$ cat src/sv/pcs_pkg.sv
// Package for the pneumatic cylinder sequencer: command, phase, status and
// alarm event codes, configuration register indexes and shared structs.
// Has no dependencies; every other file imports it.
`timescale 1ns / 1ps

package pcs_pkg;

	localparam int TIMER_BITS_DEF = 16;
	localparam int MS_BITS        = 16;
	localparam int CFG_IDX_BITS   = 3;

	typedef enum logic [2:0] {
		CMD_EXTEND        = 3'd0,
		CMD_RETRACT       = 3'd1,
		CMD_FORCE_EXTEND  = 3'd2,
		CMD_FORCE_RETRACT = 3'd3,
		CMD_RESET         = 3'd4,
		CMD_TICK          = 3'd5
	} cmd_t;

	typedef enum logic [CFG_IDX_BITS-1:0] {
		REG_ENABLE        = 3'd0,
		REG_EXT_FITTED    = 3'd1,
		REG_RET_FITTED    = 3'd2,
		REG_EXT_SETTLE    = 3'd3,
		REG_RET_SETTLE    = 3'd4,
		REG_EXT_TIMEOUT   = 3'd5,
		REG_RET_TIMEOUT   = 3'd6
	} reg_idx_t;

	typedef enum logic [2:0] {
		PH_IDLE   = 3'b001,
		PH_WAIT   = 3'b010,
		PH_SETTLE = 3'b100
	} phase_t;

	localparam logic [1:0] ST_BUSY  = 2'd0;
	localparam logic [1:0] ST_DONE  = 2'd1;
	localparam logic [1:0] ST_FAULT = 2'd2;

	localparam logic [1:0] EV_NONE    = 2'd0;
	localparam logic [1:0] EV_CLEARED = 2'd1;
	localparam logic [1:0] EV_RAISED  = 2'd2;

	typedef struct packed {
		logic               enable;
		logic               ext_fitted;
		logic               ret_fitted;
		logic [MS_BITS-1:0] ext_settle;
		logic [MS_BITS-1:0] ret_settle;
		logic [MS_BITS-1:0] ext_timeout;
		logic [MS_BITS-1:0] ret_timeout;
	} cfg_t;

	typedef struct packed {
		logic [1:0] status;
		logic       valve;
		logic [1:0] ext_ev;
		logic [1:0] ret_ev;
	} res_t;

endpackage

$ cat src/sv/pcs_cfg_regs.sv
// Configuration register file of the cylinder sequencer.
// Depends on pcs_pkg for register indexes and the cfg_t struct.
`timescale 1ns / 1ps

module pcs_cfg_regs import pcs_pkg::*; (
	input  logic                    clk,
	input  logic                    arst_n,
	input  logic                    cfg_we,
	input  logic [CFG_IDX_BITS-1:0] cfg_index,
	input  logic [MS_BITS-1:0]      cfg_data,
	output cfg_t                    cfg
);

	cfg_t cfg_q;

	always_ff @(posedge clk or negedge arst_n) begin
		if (!arst_n) begin
			cfg_q <= '0;
		end else if (cfg_we) begin
			unique case (cfg_index)
				REG_ENABLE:      cfg_q.enable      <= cfg_data[0];
				REG_EXT_FITTED:  cfg_q.ext_fitted  <= cfg_data[0];
				REG_RET_FITTED:  cfg_q.ret_fitted  <= cfg_data[0];
				REG_EXT_SETTLE:  cfg_q.ext_settle  <= cfg_data;
				REG_RET_SETTLE:  cfg_q.ret_settle  <= cfg_data;
				REG_EXT_TIMEOUT: cfg_q.ext_timeout <= cfg_data;
				REG_RET_TIMEOUT: cfg_q.ret_timeout <= cfg_data;
				default: ;
			endcase
		end
	end

	assign cfg = cfg_q;

endmodule

$ cat src/sv/pcs_core.sv
// Sequencer state (phase, delay timer, valve level) and the per-request
// update logic that forms one result. Depends on pcs_pkg.
`timescale 1ns / 1ps

module pcs_core import pcs_pkg::*; #(
	parameter int TIMER_BITS = TIMER_BITS_DEF
) (
	input  logic       clk,
	input  logic       arst_n,
	input  logic       accept,
	input  logic [2:0] cmd,
	input  logic       extend_sensor,
	input  logic       retract_sensor,
	input  cfg_t       cfg,
	output res_t       res
);

	localparam logic [TIMER_BITS-1:0] TMAX = '1;

	function automatic logic [TIMER_BITS-1:0] sat_load(input logic [MS_BITS-1:0] ms);
		logic [TIMER_BITS-1:0] r;
		if (TIMER_BITS >= MS_BITS) begin
			r = TIMER_BITS'(ms);
		end else if (ms > MS_BITS'(TMAX)) begin
			r = TMAX;
		end else begin
			r = TIMER_BITS'(ms);
		end
		return r;
	endfunction

	phase_t                phase_q, phase_d;
	logic [TIMER_BITS-1:0] timer_q, timer_d;
	logic                  valve_q, valve_d;

	logic                  is_ext;
	logic                  fitted;
	logic                  sensor;
	logic [MS_BITS-1:0]    settle;
	logic [MS_BITS-1:0]    timeout;
	logic                  go_settle;
	logic                  wait_now;
	logic [TIMER_BITS-1:0] timer_eff;
	logic [1:0]            status;
	logic [1:0]            own_ev;

	assign is_ext  = (cmd == CMD_EXTEND);
	assign fitted  = is_ext ? cfg.ext_fitted  : cfg.ret_fitted;
	assign sensor  = is_ext ? extend_sensor   : retract_sensor;
	assign settle  = is_ext ? cfg.ext_settle  : cfg.ret_settle;
	assign timeout = is_ext ? cfg.ext_timeout : cfg.ret_timeout;

	always_comb begin
		phase_d   = phase_q;
		timer_d   = timer_q;
		valve_d   = valve_q;
		status    = ST_BUSY;
		own_ev    = EV_NONE;
		go_settle = 1'b0;
		wait_now  = 1'b0;
		timer_eff = timer_q;
		unique case (cmd)
			CMD_EXTEND, CMD_RETRACT: begin
				valve_d = is_ext;
				own_ev  = EV_CLEARED;
				if (phase_q == PH_IDLE) begin
					if (cfg.enable && fitted && !sensor) begin
						wait_now  = 1'b1;
						timer_eff = sat_load(timeout);
						timer_d   = timer_eff;
					end else begin
						go_settle = 1'b1;
					end
				end else if (phase_q == PH_WAIT) begin
					wait_now = 1'b1;
				end
				if (wait_now) begin
					if (sensor) begin
						go_settle = 1'b1;
					end else if (timer_eff == '0) begin
						phase_d = PH_IDLE;
						own_ev  = EV_RAISED;
						status  = ST_FAULT;
					end else begin
						phase_d = PH_WAIT;
						status  = ST_BUSY;
					end
				end
				if (go_settle) begin
					if (settle == '0) begin
						phase_d = PH_IDLE;
						status  = ST_DONE;
					end else begin
						timer_d = sat_load(settle);
						phase_d = PH_SETTLE;
						status  = ST_BUSY;
					end
				end else if (!wait_now) begin
					if (phase_q == PH_SETTLE && timer_q != '0) begin
						status = ST_BUSY;
					end else begin
						phase_d = PH_IDLE;
						status  = ST_DONE;
					end
				end
			end
			CMD_FORCE_EXTEND: begin
				valve_d = 1'b1;
				phase_d = PH_IDLE;
			end
			CMD_FORCE_RETRACT: begin
				valve_d = 1'b0;
				phase_d = PH_IDLE;
			end
			CMD_RESET: begin
				phase_d = PH_IDLE;
			end
			CMD_TICK: begin
				if (timer_q != '0) begin
					timer_d = timer_q - 1'b1;
				end
			end
			default: ;
		endcase
	end

	always_ff @(posedge clk or negedge arst_n) begin
		if (!arst_n) begin
			phase_q <= PH_IDLE;
			timer_q <= '0;
			valve_q <= 1'b0;
		end else if (accept) begin
			phase_q <= phase_d;
			timer_q <= timer_d;
			valve_q <= valve_d;
		end
	end

	assign res.status = status;
	assign res.valve  = valve_d;
	assign res.ext_ev = is_ext ? own_ev : EV_NONE;
	assign res.ret_ev = (cmd == CMD_RETRACT) ? own_ev : EV_NONE;

endmodule

$ cat src/sv/pcs_out_buf.sv
// Result register with a skid stage, so a request is taken while an
// earlier result waits. Depends on pcs_pkg for the res_t struct.
`timescale 1ns / 1ps

module pcs_out_buf import pcs_pkg::*; (
	input  logic clk,
	input  logic arst_n,
	input  logic push,
	input  res_t push_res,
	output logic full,
	output logic out_valid,
	input  logic out_stall,
	output res_t out_res
);

	logic out_valid_q;
	logic skid_valid_q;
	res_t out_res_q;
	res_t skid_res_q;
	logic pop;

	assign pop = out_valid_q && !out_stall;

	always_ff @(posedge clk or negedge arst_n) begin
		if (!arst_n) begin
			out_valid_q  <= 1'b0;
			skid_valid_q <= 1'b0;
		end else if (skid_valid_q) begin
			if (pop) begin
				skid_valid_q <= 1'b0;
			end
		end else if (push) begin
			if (out_valid_q && !pop) begin
				skid_valid_q <= 1'b1;
			end else begin
				out_valid_q <= 1'b1;
			end
		end else if (pop) begin
			out_valid_q <= 1'b0;
		end
	end

	always_ff @(posedge clk) begin
		if (skid_valid_q) begin
			if (pop) begin
				out_res_q <= skid_res_q;
			end
		end else if (push) begin
			if (out_valid_q && !pop) begin
				skid_res_q <= push_res;
			end else begin
				out_res_q <= push_res;
			end
		end
	end

	assign full      = skid_valid_q;
	assign out_valid = out_valid_q;
	assign out_res   = out_res_q;

endmodule

$ cat src/sv/pneumatic_cylinder_sequencer_top.sv
// Top level of the pneumatic cylinder sequencer.
// Instantiates pcs_cfg_regs, pcs_core and pcs_out_buf; imports pcs_pkg.
//
//   Channel  Handshake            Payload
//   input    in_valid / in_stall  cmd, extend_sensor, retract_sensor
//   output   out_valid/out_stall  status, valve_out, extend_alarm_event,
//                                 retract_alarm_event
//   config   cfg_we               cfg_index, cfg_data
//
// One request is taken per cycle while in_stall is low; its result is
// registered and shows on the output in the next cycle, or once the results
// ahead of it have been taken. The state update is a single combinational
// pass from the request and the state registers into the result register.
// A skid stage holds one more result, so in_stall rises only when two
// results are waiting. Reset clears all state and configuration at once.
`timescale 1ns / 1ps

module pneumatic_cylinder_sequencer_top import pcs_pkg::*; #(
	parameter int TIMER_BITS = TIMER_BITS_DEF
) (
	input  logic                    clk,
	input  logic                    arst_n,
	input  logic                    cfg_we,
	input  logic [CFG_IDX_BITS-1:0] cfg_index,
	input  logic [MS_BITS-1:0]      cfg_data,
	input  logic                    in_valid,
	output logic                    in_stall,
	input  logic [2:0]              cmd,
	input  logic                    extend_sensor,
	input  logic                    retract_sensor,
	output logic                    out_valid,
	input  logic                    out_stall,
	output logic [1:0]              status,
	output logic                    valve_out,
	output logic [1:0]              extend_alarm_event,
	output logic [1:0]              retract_alarm_event
);

	cfg_t cfg;
	res_t core_res;
	res_t out_res;
	logic full;
	logic accept;

	assign in_stall = full;
	assign accept   = in_valid && !full;

	pcs_cfg_regs u_cfg (
		.clk       (clk),
		.arst_n    (arst_n),
		.cfg_we    (cfg_we),
		.cfg_index (cfg_index),
		.cfg_data  (cfg_data),
		.cfg       (cfg)
	);

	pcs_core #(
		.TIMER_BITS (TIMER_BITS)
	) u_core (
		.clk            (clk),
		.arst_n         (arst_n),
		.accept         (accept),
		.cmd            (cmd),
		.extend_sensor  (extend_sensor),
		.retract_sensor (retract_sensor),
		.cfg            (cfg),
		.res            (core_res)
	);

	pcs_out_buf u_out (
		.clk       (clk),
		.arst_n    (arst_n),
		.push      (accept),
		.push_res  (core_res),
		.full      (full),
		.out_valid (out_valid),
		.out_stall (out_stall),
		.out_res   (out_res)
	);

	assign status              = out_res.status;
	assign valve_out           = out_res.valve;
	assign extend_alarm_event  = out_res.ext_ev;
	assign retract_alarm_event = out_res.ret_ev;

endmodule

$ cat config.mk
export PLATFORM = sky130hd
export DESIGN_NAME = pneumatic_cylinder_sequencer_top
export DESIGN_NICKNAME = d
export VERILOG_FILES = /design/src/sv/pcs_pkg.sv /design/src/sv/pcs_cfg_regs.sv /design/src/sv/pcs_core.sv /design/src/sv/pcs_out_buf.sv /design/src/sv/pneumatic_cylinder_sequencer_top.sv
export SDC_FILE = /design/constraint.sdc
export NUM_CORES = 1
export LEC_CHECK = 0
export ABC_AREA = 1
export BUFFER_PORTS_ARGS = -buffer_cell sky130_fd_sc_hd__buf_2
export CORE_ASPECT_RATIO = 0.8
export CORE_MARGIN = 4
export CORE_UTILIZATION = 50
export DETAILED_ROUTE_END_ITERATION = 10
export PLACE_DENSITY = 0.7
export SYNTH_ARGS = -nofsm -noshare
export SYNTH_HDL_FRONTEND = slang
export SYNTH_HIERARCHICAL = 1
export SYNTH_SLANG_ARGS = --single-unit
$ cat constraint.sdc
create_clock -name clk -period 2.2 [get_ports clk]
set_clock_uncertainty 0.1 [all_clocks]
set_input_delay 0.11 -clock clk [delete_from_list [all_inputs] [get_ports clk]]
set_output_delay 0.11 -clock clk [all_outputs]
set_load 0.02 [all_outputs]
## After elaboration in Yosys (flattened, before gate mapping)

Index checks and enable logic that the tools add are counted.

| storage, ports and cells | value |
|---|---|
| flip-flop bits (word level) | 103 |
| bits of input ports | 29 |
| output and inout bits | 9 |
| word-level logic and storage cells | 126 |

| operators by class | value |
|---|---|
| add/sub/neg operators | 1 |
| equality and inequality tests | 18 |
| multiplexer cells | 53 |
| bitwise gates (word level) | 1 |
| reduce and logical (&&, ||, !) cells | 33 |

Operators with widths:

| kind | count |
|---|---|
| two-way mux 16 bit | 8 |
| zero test 16 bit | 2 |
| case mux 16 bit (2 select lines) | 1 |
| two-way mux 7 bit | 4 |
| two-way mux 2 bit | 12 |
| two-way mux 1 bit | 20 |
| equality test 3 bit, second input constant | 6 |
| two-way mux 3 bit | 6 |
| AND reduction 2 bit | 8 |
| nonzero test 16 bit | 1 |
| subtractor 16 x 1 -> 16 bit, second input constant | 1 |
| equality test 3 x 2 -> 1 bit, second input constant | 5 |
| AND reduction 3 bit | 4 |
| equality test 3 x 1 -> 1 bit, second input constant | 3 |
| nonzero test 2 bit | 4 |
| logical AND 1 bit | 6 |
| zero test 3 bit | 2 |
| case mux 3 bit (2 select lines) | 1 |
| zero test 1 bit | 4 |
| != test 2 x 1 -> 1 bit, second input constant | 2 |
| != test 2 bit, second input constant | 2 |
| case mux 1 bit (3 select lines) | 1 |
| OR reduction 3 bit | 1 |
| OR reduction 2 bit | 1 |
| inverter 1 bit | 1 |

## Longest topological paths before layout

Gate-level depths: netlist (run 1).

| depth | value |
|---|---|
| depth after elaboration | 16 |
| depth in mapped cells | 18 |
| gate-level depth less buffers | 17 |

## By module

Netlist (run 1), hierarchy kept.

By module, submodules not included:

| module | times used | cells each | area an instance (um^2) | sequential area each (um^2) |
|---|---|---|---|---|
| pcs_cfg_regs | 1 | 302 | 2687.6 | 1676.6 |
| pcs_core | 1 | 461 | 2586.2 | 501.7 |
| pcs_out_buf | 1 | 57 | 635.6 | 470.5 |
| pneumatic_cylinder_sequencer_top | 1 | 2 | 10.0 | 0.0 |

## Least setup slack after synthesis (run 1)

No wires, ideal clock.

| path | value |
|---|---|
| path type | reg2reg |
| start point | register u_core.phase_q[0] |
| end point | register u_out.out_res_q (netlist bit u_out/out_res[2]), data pin |
| library setup time | 0.253 ns |
| data arrival time | 2.006 ns |
| data required time | 1.847 ns |
| path slack | -0.159 ns |
| cell stages (with the launch flop) | 15 |
| buffers on the path | 1 |
| period minus slack after synthesis | 2.359 ns |
| cell sequence | dfstp_2 > inv_1 > nor3_2 > nand4_1 > buf_2 > nand2_1 > nand2_1 > inv_1 > nand2_1 > nor3_1 > nand3_1 > nor2_2 > nor2_1 > nand2_1 > nand2_1 |

RTL lines:

| what | line | RTL |
|---|---|---|
| from (decl) | pcs_core.sv:32 | `phase_t phase_q, phase_d;` |
| from (signal assigned) | pcs_core.sv:133 | `phase_q <= phase_d;` |
| to (signal assigned) | pcs_out_buf.sv:46 | `out_res_q <= skid_res_q;` |
| to (signal assigned) | pcs_out_buf.sv:52 | `out_res_q <= push_res;` |
| to (decl) | pcs_out_buf.sv:18 | `res_t out_res_q;` |

==> results.yml, run 1 <==
final_layout:
  post-route-cell-area_um2: 7520
  final_common_cell: "nand2_1"
  multiInputGateArea_um2: 2910
  drive_above_1_share_pct: 23.1
  fin_util_pct: 65.1
  fillCellCount: 1016
  antenna_cells: 0
  layout.nets: 983
  final_cell_mix: "nand2_1, dfrtp_1, buf_4, nand3_1, inv_1"
  regArea_um2: 2650
  syn2layout_area_growth_pct: 27.1
  layout.cells.non_filler: 1106
logic_synthesis:
  syn_nets: 852
  synthesis.area_um2: 5920
  synth_adder_area_share_pct: 0.211
  avgSynthCellArea_um2: 7.20
  synthMuxAreaShare_pct: 0.676
  ys_ff_latch: 103
  yosys.area_share.simple_pct: 39.4
  synth_top_area_share_pct: 37.2
  yosysSeqAreaShare_pct: 44.7
  synth_top_area_cell: "dfrtp_1"
  synthXorXnorAreaFrac_pct: 0.444
  synth_top_family_by_area: "simple AND/OR/NAND/NOR gates"
  yosys.cell_types.count: 38
  yosysWarnings: 6
  synth_compound_area_share_pct: 5.92
  synth_area_leaders: "dfrtp_1, nand2_1, nand3_1, edfxtp_1, inv_1"
  synth_cells: 822
pwr:
  clkPwrFrac_pct: 19.9
  comb_power_share_pct: 45.0
  power_leakage_uw: 0.00406
  p_int_uw: 4850
  total_power_uw: 8150
  peakVddDrop_v: 0.000471
  p_per_area_nw_per_um2: 1080
  p_sw_uw: 3300
  switching_share_pct: 40.5
  seq_power_share_pct: 35.1
floorplan:
  initial_utilization_pct: 51.2
  dieArea_um2: 13700
  die_x_um: 130
  ios: 38
  rows: 35
  fp.dieH_um: 105
  core_um2: 11600
timing:
  period_share_pct: 105
  whs_ns: 0.0246
  drv_slew: 0
  setup_slack_ns: -0.116
  fmax_mhz: 432
  max_slew_margin_pct: 50.5
  hold_violations: 0
  worst_pin_slew_ns: 0.742
  min_period_ns: 2.32
  grt_setup_unrepaired: "yes"
  setup_viol: 5
critical_path:
  critPathMostFrequentCell: "nand2_1"
  criticalPathCategory: "register to register"
  critPathArrivalTime_ns: 2.33
  cp_top_family: "simple AND/OR/NAND/NOR gates"
  critical_path.cell_chain: "inv_2 > nor3_4 > nand4_1 > buf_6 > nand2_1 > o21ai_1 > inv_1 > nand2_1 > nor3_2 > nand3_2 > nor2_4 > nor2_1 > nand2_1 > nand2_1"
  critPathLaunchType: "register"
  cp_num_buf_inv: 3
  critPathMaxStageDelay_ns: 0.55
  critPathMaxFanout: 12
  crit_path_top_delay_cell: "dfstp_2"
  cp.required_ns: 2.21
  critPathCaptureType: "register"
global_routing:
  antenna_found_initial: 0
  grt_pass1_wl_mm: 27.7
  grt_pass1_vias: 5616
  grt.total_usage_pct: 25.6
  overflow: 0
  grt_max_degree: 44
detailed_routing:
  routed_wl_mm: 16.9
  drtIter0Drc: 505
  vias: 5809
  drc: 0
  drtPass1Iterations: 5
  wl_per_cell_um: 15.2
  viasPerCell: 5.25
  detail-route-antenna-nets: 0
place:
  hpwlAfterDp_mm: 12.2
  io_buffers: 37
  dp_cells: 1065
  place_area_um2: 6830
  gp_congestion: 0.948
outcome:
  violations: "setup timing"
  outcome: "finished, violations left"
clock_network:
  cts_tree: "built"
  cts_buffers: 9
  cts.sinks: 103
  cts_buffer_depth: 2
  cts_root_buf: "clkbuf_16"
  clk_pin_slew_ns: 0.08
  clk_latency_ns: 0.36
  cts_max_level: 3
hold_path:
  hp-class: "primary input to register"
job:
  maxCapViolCount: 0
-- cell families (layout without fill, tap and decap cells) --
kind of cell    Yosys count  in the layout
xor+xnor                  3              3
flops                   103            103
simple gates            540            540
mux                       4              4
buf+inv                 107            243
compound gates           64             64
fa+ha+maj                 1              1
-- path summary, 6_finish.rpt --
check / end / cells after the start / slack, ns / start
min in group asynchronous: u_core/phase_q[1] / 2 / 0.20 / arst_n
worst min-delay path: u_out/out_valid / 5 / 0.02 / in_valid
max in group asynchronous: u_cfg/cfg[25] / 3 / 1.18 / arst_n
worst min register to register: u_cfg/cfg[36] / 2 / 0.38 / u_cfg/cfg[36]
worst max-delay path: u_out/out_res[0] / 14 / -0.12 / u_core/phase_q[0]
worst max register to register: u_out/out_res[0] / 14 / -0.12 / u_core/phase_q[0]
-- Yosys cell counts (all sizes together) --
cell    instances
nor4            4
a21boi          8
o21ai          32
dfstp           1
dfrtp          88
mux2i           4
clkbuf          6
nand3b          4
a21oi          20
a31oi           2
buf            26
edfxtp         14
nand3          89
xnor2           1
nor2           59
nor3            6
nand2         367
o21bai          1
o22ai           1
or2             5
xor2            2
nand4           6
ha              1
inv            75
-- power by group through the flow --
stage                     Sequential [µW]  Combinational (µW)  Clock, µW
after floorplan                      2850                1960          0
after global placement               2850                3250          0
after detailed placement             2860                3320          0
after CTS                            2840                3500       1640
after global routing                 2930                4040       1710
final                                2860                3670       1620
-- state kept, by name, indices dropped and copies added, names as in the netlist --
signal,cells
u_cfg/cfg,67
u_core/timer_q,16
u_out/skid_res_q,7
u_out/full,1
u_core/phase_q,3
u_out/out_res,7
u_core/valve_q,1
u_out/out_valid,1
-- per-layer routing --
metal | vias to the layer above | track usage, % | share of wire, %
li1 | 2853 | - | -
met1 | 2744 | 37.4 | 46
met2 | 191 | 39.6 | 46
met3 | 21 | 3.85 | 6.0
met4 | 0 | 6.97 | 1.3
met5 | - | 0 | 0
-- cell type report --
type,instances,area share (%)
clock buffers,9,2.99
clock inverters,7,1.03
inverters,75,3.77
multi-input cells,612,38.7
flip-flops and latches,103,35.2
well taps,148,2.46
repair buffers,152,15.8
-- repair_timing --
item	CTS	global route
endpoints found under the hold margin	108	0
cloned	0	1
hold buffers	19	0
gates resized for setup	28	26
endpoints found under the setup margin	27	31
pin swaps	7	5
setup buffers	5	0
-- tightest hold or removal path: stages --
cell,delay [ns]
buf_2,0.09
inv_1,0.05
nor2_2,0.06
nand2_1,0.06
nand3_1,0.06
-- metrics by stage --
step                      worst slack [ns]  TNS (ns)
after floorplan                    -0.0751    -0.260
after global placement              -0.117     -1.20
after global routing                -0.299     -2.81
final                               -0.116    -0.429
after detailed placement            -0.208     -2.56
after CTS                          -0.0765    -0.263
Power figures use the tool's default switching activity.
==> run 2, diff against run 1 <==
CORE_ASPECT_RATIO = 1.75   (was 0.8)
==> run 2 against run 1 <==
Compared with the run above: the run still ends with setup timing left; sequential power shrank 2%; final cell count shrank 0.36%; sequential cell count is the same; clock-buffer cell count grew 2; via count grew 0.26%; sequential share of layout area shrank 0.053 points; largest cell class unchanged; highest routed layer unchanged.
==> results.yml, run 2 (synthesis results as in run 1) <==
timing:
  hold_violations: 0
  min_period_ns: 2.35
  final.setup.tns_ns: -1.19
  fmax_mhz: 426
  setup_slack_ns: -0.149
  grt_setup_unrepaired: "yes"
  period_share_pct: 107
  drv_slew: 0
  worst_pin_slew_ns: 0.707
  max_slew_margin_pct: 52.8
  setup_viol: 23
final_layout:
  final_cell_mix: "nand2_1, buf_4, dfrtp_1"
  layout.nets: 992
  syn2layout_area_growth_pct: 27.3
  antenna_cells: 0
  drive_above_1_share_pct: 23.8
  fin_util_pct: 65.1
  largest_reg_flops: 67
  final_common_cell: "nand2_1"
outcome:
  violations: "setup timing"
  outcome: "finished, violations left"
global_routing:
  antenna_found_initial: 0
  grt_pass1_wl_mm: 28.2
  grt.total_usage_pct: 25.5
  grt_max_degree: 60
  grt_pass1_vias: 5850
  overflow: 0
clock_network:
  cts.sinks: 103
  cts_max_level: 3
  cts_buffers: 9
  cts_tree: "built"
  clk_latency_ns: 0.36
  cts_root_buf: "clkbuf_16"
  clk_pin_slew_ns: 0.07
  cts_buffer_depth: 2
critical_path:
  timing.rr.start: "u_core/phase_q[0]"
  cp.required_ns: 2.32
  critPathLaunchType: "register"
  rrSetupSlack_ns: -0.15
  critPathCaptureType: "register"
  critPathMaxFanout: 7
  critPathArrivalTime_ns: 2.47
  critical_path.reg2reg.endpoint: "u_out/out_res[1]"
  rr_worst_depth: 15
  cp-endpoint: "u_out/out_res[1]"
  cp-startpoint: "u_core/phase_q[0]"
  criticalPathCategory: "register to register"
floorplan:
  dieArea_um2: 13700
  initial_utilization_pct: 51.1
  fp.dieH_um: 152
  ios: 38
  die_x_um: 90.3
  rows: 52
  core_um2: 11600
detailed_routing:
  routed_wl_mm: 17.3
  drc: 0
  drtPass1Iterations: 4
  drtIter0Drc: 351
  wl_per_cell_um: 15.7
  vias: 5824
  viasPerCell: 5.28
  detail-route-antenna-nets: 0
place:
  hpwlAfterDp_mm: 12.6
  gp_congestion: 0.960
  io_buffers: 37
  post-place-ws_ns: -0.267
hold_path:
  hp-class: "primary input to register"
  min-delay-start: "in_valid"
pwr:
  p_per_area_nw_per_um2: 1110
  peakVddDrop_v: 0.000600
  power_leakage_uw: 0.00411
job:
  maxCapViolCount: 0
run 2: cell types whose count changed in the layout (fill, tap and decap cells not counted), sizes merged:
cell / before / now
clkinv: 4 / 2
clkbuf: 9 / 11
buf: 133 / 142
run 2: worst max-delay path: stages, from the launching register on:
cell	delay (ns)
dfstp_2	0.56
inv_2	0.04
nor3_4	0.15
inv_1	0.08
nor2_1	0.10
buf_4	0.18
nand2_2	0.07
o21ai_2	0.08
nand2_1	0.09
nor3_2	0.14
nand3_1	0.14
nor2_4	0.15
inv_2	0.07
nor2_2	0.11
nand2_1	0.07
nand2_1	0.09
run 2: repair_timing:
action,CTS,global route
gates resized for setup,29,20
endpoints found under the hold margin,99,0
setup endpoints to repair,21,31
setup buffers,4,4
gates cloned,1,0
hold buffers,19,0
pin swaps,9,8
run 2: worst min-delay path by stage:
stage / to / slack [ns] / depth (start not counted)
2_1_floorplan: u_cfg/cfg[0] / -0.29 / 0
3_3_place_gp: u_out/full / -0.02 / 1
3_5_place_dp: u_out/full / -0.02 / 1
4_1_cts: u_out/out_valid / 0.03 / 5
5_1_grt: u_out/out_valid / 0.07 / 5
6_report: u_out/out_valid / 0.03 / 5
run 2: cell type report:
type | instances | area, µm²
Clock buffer | 11 | 264
Clock inverter | 5 | 45.0
Fill cell | 1000 | 4050
Inverter | 75 | 284
Multi-Input combinational cell | 612 | 2910
Sequential cell | 103 | 2650
Tap cell | 135 | 169
Timing Repair Buffer | 161 | 1210
run 2: layer usage:
layer  track usage [%]  wire length, µm  vias up  share of wire [%]
met2              46.8             9290      161                 54
met1              27.2             6460     2727                 37
met3              3.76              613       58                3.5
met4              15.6              965        0                5.6
met5                 0                0        -                  0
li1                  -                -     2878                  -
run 2: power breakdown:
part | internal, µW | leakage [µW] | switching, µW | total (µW)
sequential | 2450 | 0.00123 | 355 | 2810
clock | 885 | 0.000149 | 777 | 1660
combinational | 1670 | 0.00272 | 2210 | 3890
run 2: metrics by stage:
stage	hold WS (ns)	total power [µW]	std cells	instance area (µm²)
2_1_floorplan	-0.286	4810	822	5940
3_3_place_gp	-0.0210	6230	1058	6820
3_5_place_dp	-0.0210	6310	1058	6820
4_1_cts	0.0325	8210	1098	7450
5_1_grt	0.0683	8880	1102	7540
6_report	0.0321	8350	1102	7540
==> run 3, diff against run 2 <==
BUFFER_PORTS_ARGS = not set   (was -buffer_cell sky130_fd_sc_hd__buf_2)
CORE_ASPECT_RATIO = 1.1   (was 1.75)
DONT_BUFFER_PORTS = 1   (was not set)
PLACE_DENSITY = 0.68   (was 0.7)
==> run 3 against run 2 <==
Compared with the run above: the flow finishes with violations (hold timing, setup timing); die area fell by 0.49%; maximum frequency rose by 3.0%; first-iteration DRC count fell by 7.4%; power fell by 3.2%; core utilization fell by 1.5 points; highest routed layer unchanged.
==> results.yml, run 3 (synthesis results as in run 1) <==
clock_network:
  cts_max_level: 3
  hold_buffers: 31
  cts_tree: "built"
  cts_buffer_depth: 2
  cts_buffers: 9
  clk_pin_slew_ns: 0.07
  cts.sinks: 103
  clk_latency_ns: 0.35
  cts_root_buf: "clkbuf_16"
final_layout:
  syn2layout_area_growth_pct: 24.0
  largest_reg_flops: 67
  fillCellCount: 1041
  final_common_cell: "nand2_1"
  drive_above_1_share_pct: 18.6
  antenna_cells: 0
  layout.nets: 946
  final_cell_mix: "nand2_1, dfrtp_1, nand3_1"
global_routing:
  grt_max_degree: 90
  grt_pass1_vias: 5326
  grt_pass1_wl_mm: 26.7
  overflow: 0
  grt.total_usage_pct: 24.4
  antenna_found_initial: 0
critical_path:
  cp_top_family: "simple AND/OR/NAND/NOR gates"
  critPathCaptureType: "register"
  cp_num_buf_inv: 4
  critPathMaxStageDelay_ns: 0.56
  cp.required_ns: 2.32
  cp-startpoint: "u_core/phase_q[0]"
  critPathMostFrequentCell: "nand2_1"
  critPathLaunchType: "register"
  cp.depth: 15
  critical_path.cell_chain: "inv_2 > nor3_4 > nand4_1 > buf_6 > nand2_2 > o21ai_2 > inv_1 > nand2_1 > nor3_1 > nand3_2 > nor2_4 > inv_2 > nor2_2 > nand2_1 > nand2_1"
  critPathMaxFanout: 15
  rr_worst_depth: 15
  critPathArrivalTime_ns: 2.40
  timing.rr.start: "u_core/phase_q[0]"
  crit_path_top_delay_cell: "dfstp_2"
  criticalPathCategory: "register to register"
place:
  io_buffers: 0
  hpwlAfterDp_mm: 11.2
  gp_congestion: 0.889
  post-place-ws_ns: -0.152
timing:
  max_slew_margin_pct: 51.0
  hold_violations: 89
  worst_pin_slew_ns: 0.734
  setup_slack_ns: -0.0795
  min_period_ns: 2.28
  drv_slew: 0
  whs_ns: -0.654
  grt_setup_unrepaired: "yes"
  fmax_mhz: 439
  setup_viol: 6
  period_share_pct: 104
floorplan:
  fp.dieH_um: 122
  rows: 41
  initial_utilization_pct: 51.3
  ios: 38
  die_x_um: 112
  core_um2: 11500
  dieArea_um2: 13600
detailed_routing:
  drtIter0Drc: 325
  vias: 5655
  routed_wl_mm: 16.0
  detail-route-antenna-nets: 0
  viasPerCell: 5.29
  drtPass1Iterations: 5
  drc: 0
  wl_per_cell_um: 15.0
job:
  maxCapViolCount: 0
outcome:
  outcome: "finished, violations left"
  violations: "hold timing, setup timing"
pwr:
  peakVddDrop_v: 0.000680
  p_per_area_nw_per_um2: 1100
  power_leakage_uw: 0.00389
hold_path:
  hp-class: "primary input to async pin"
-- run 3: changes by cell type in the layout (fill, tap and decap cells not counted), sizes merged --
cell / previous run / this run
dlygate4sd3: 19 / 31
clkbuf: 11 / 9
bufinv: 0 / 1
buf: 142 / 84
clkinvlp: 1 / 0
inv: 77 / 78
-- run 3: repair_timing --
item / in CTS / in global routing
gates cloned: 1 / 1
endpoints found under the hold margin: 161 / 89
endpoints found under the setup margin: 22 / 31
pin swaps: 2 / 7
buffers inserted: 1 / 4
gates resized for setup: 18 / 37
-- run 3: stage by stage --
stage	cells	util [%]	setup TNS [ns]	power [µW]	area, µm²
3_3_place_gp	1017	56.5	-0.908	5950	6530
2_1_floorplan	822	-	-0.260	4810	5940
4_1_cts	1065	62.4	-0.235	7870	7200
5_1_grt	1070	63.6	-3.06	8660	7340
3_5_place_dp	1017	56.5	-2.35	6020	6530
6_report	1070	63.6	-0.356	8090	7340
-- run 3: area by class of cell --
class / instances / area [µm²] / share of cell area [%]
clock inverters: 6 / 67.6 / 0.921
clock buffers: 9 / 225 / 3.07
multi-input cells: 612 / 2920 / 39.7
well taps: 150 / 188 / 2.56
repair buffers: 115 / 1010 / 13.7
inverters: 75 / 284 / 3.87
flip-flops and latches: 103 / 2650 / 36.1
-- run 3: final timing paths --
path / to / slack, ns
hold / removal: u_core/timer_q[6] / -0.65
setup reg to reg: u_out/out_res[6] / -0.08
hold reg to reg: u_cfg/cfg[40] / 0.37
max in group asynchronous: u_core/phase_q[0] / 2.46
setup / recovery: u_out/out_res[6] / -0.08
min in group clk: u_cfg/cfg[15] / 0.01
-- run 3: metal layers --
layer	GRT usage (%)	part of all wire, %	vias up
met1	32.1	43	2657
met5	0	0	-
met2	41.7	50	181
met4	7.30	1.4	0
met3	3.73	5.6	21
li1	-	-	2796
-- run 3: power breakdown --
| group | switching, µW | leakage, µW | internal [µW] |
|---|---|---|---|
| combinational | 2010 | 0.00251 | 1580 |
| clock | 719 | 0.000147 | 885 |
| sequential | 433 | 0.00123 | 2460 |
| total | 3160 | 0.00389 | 4920 |
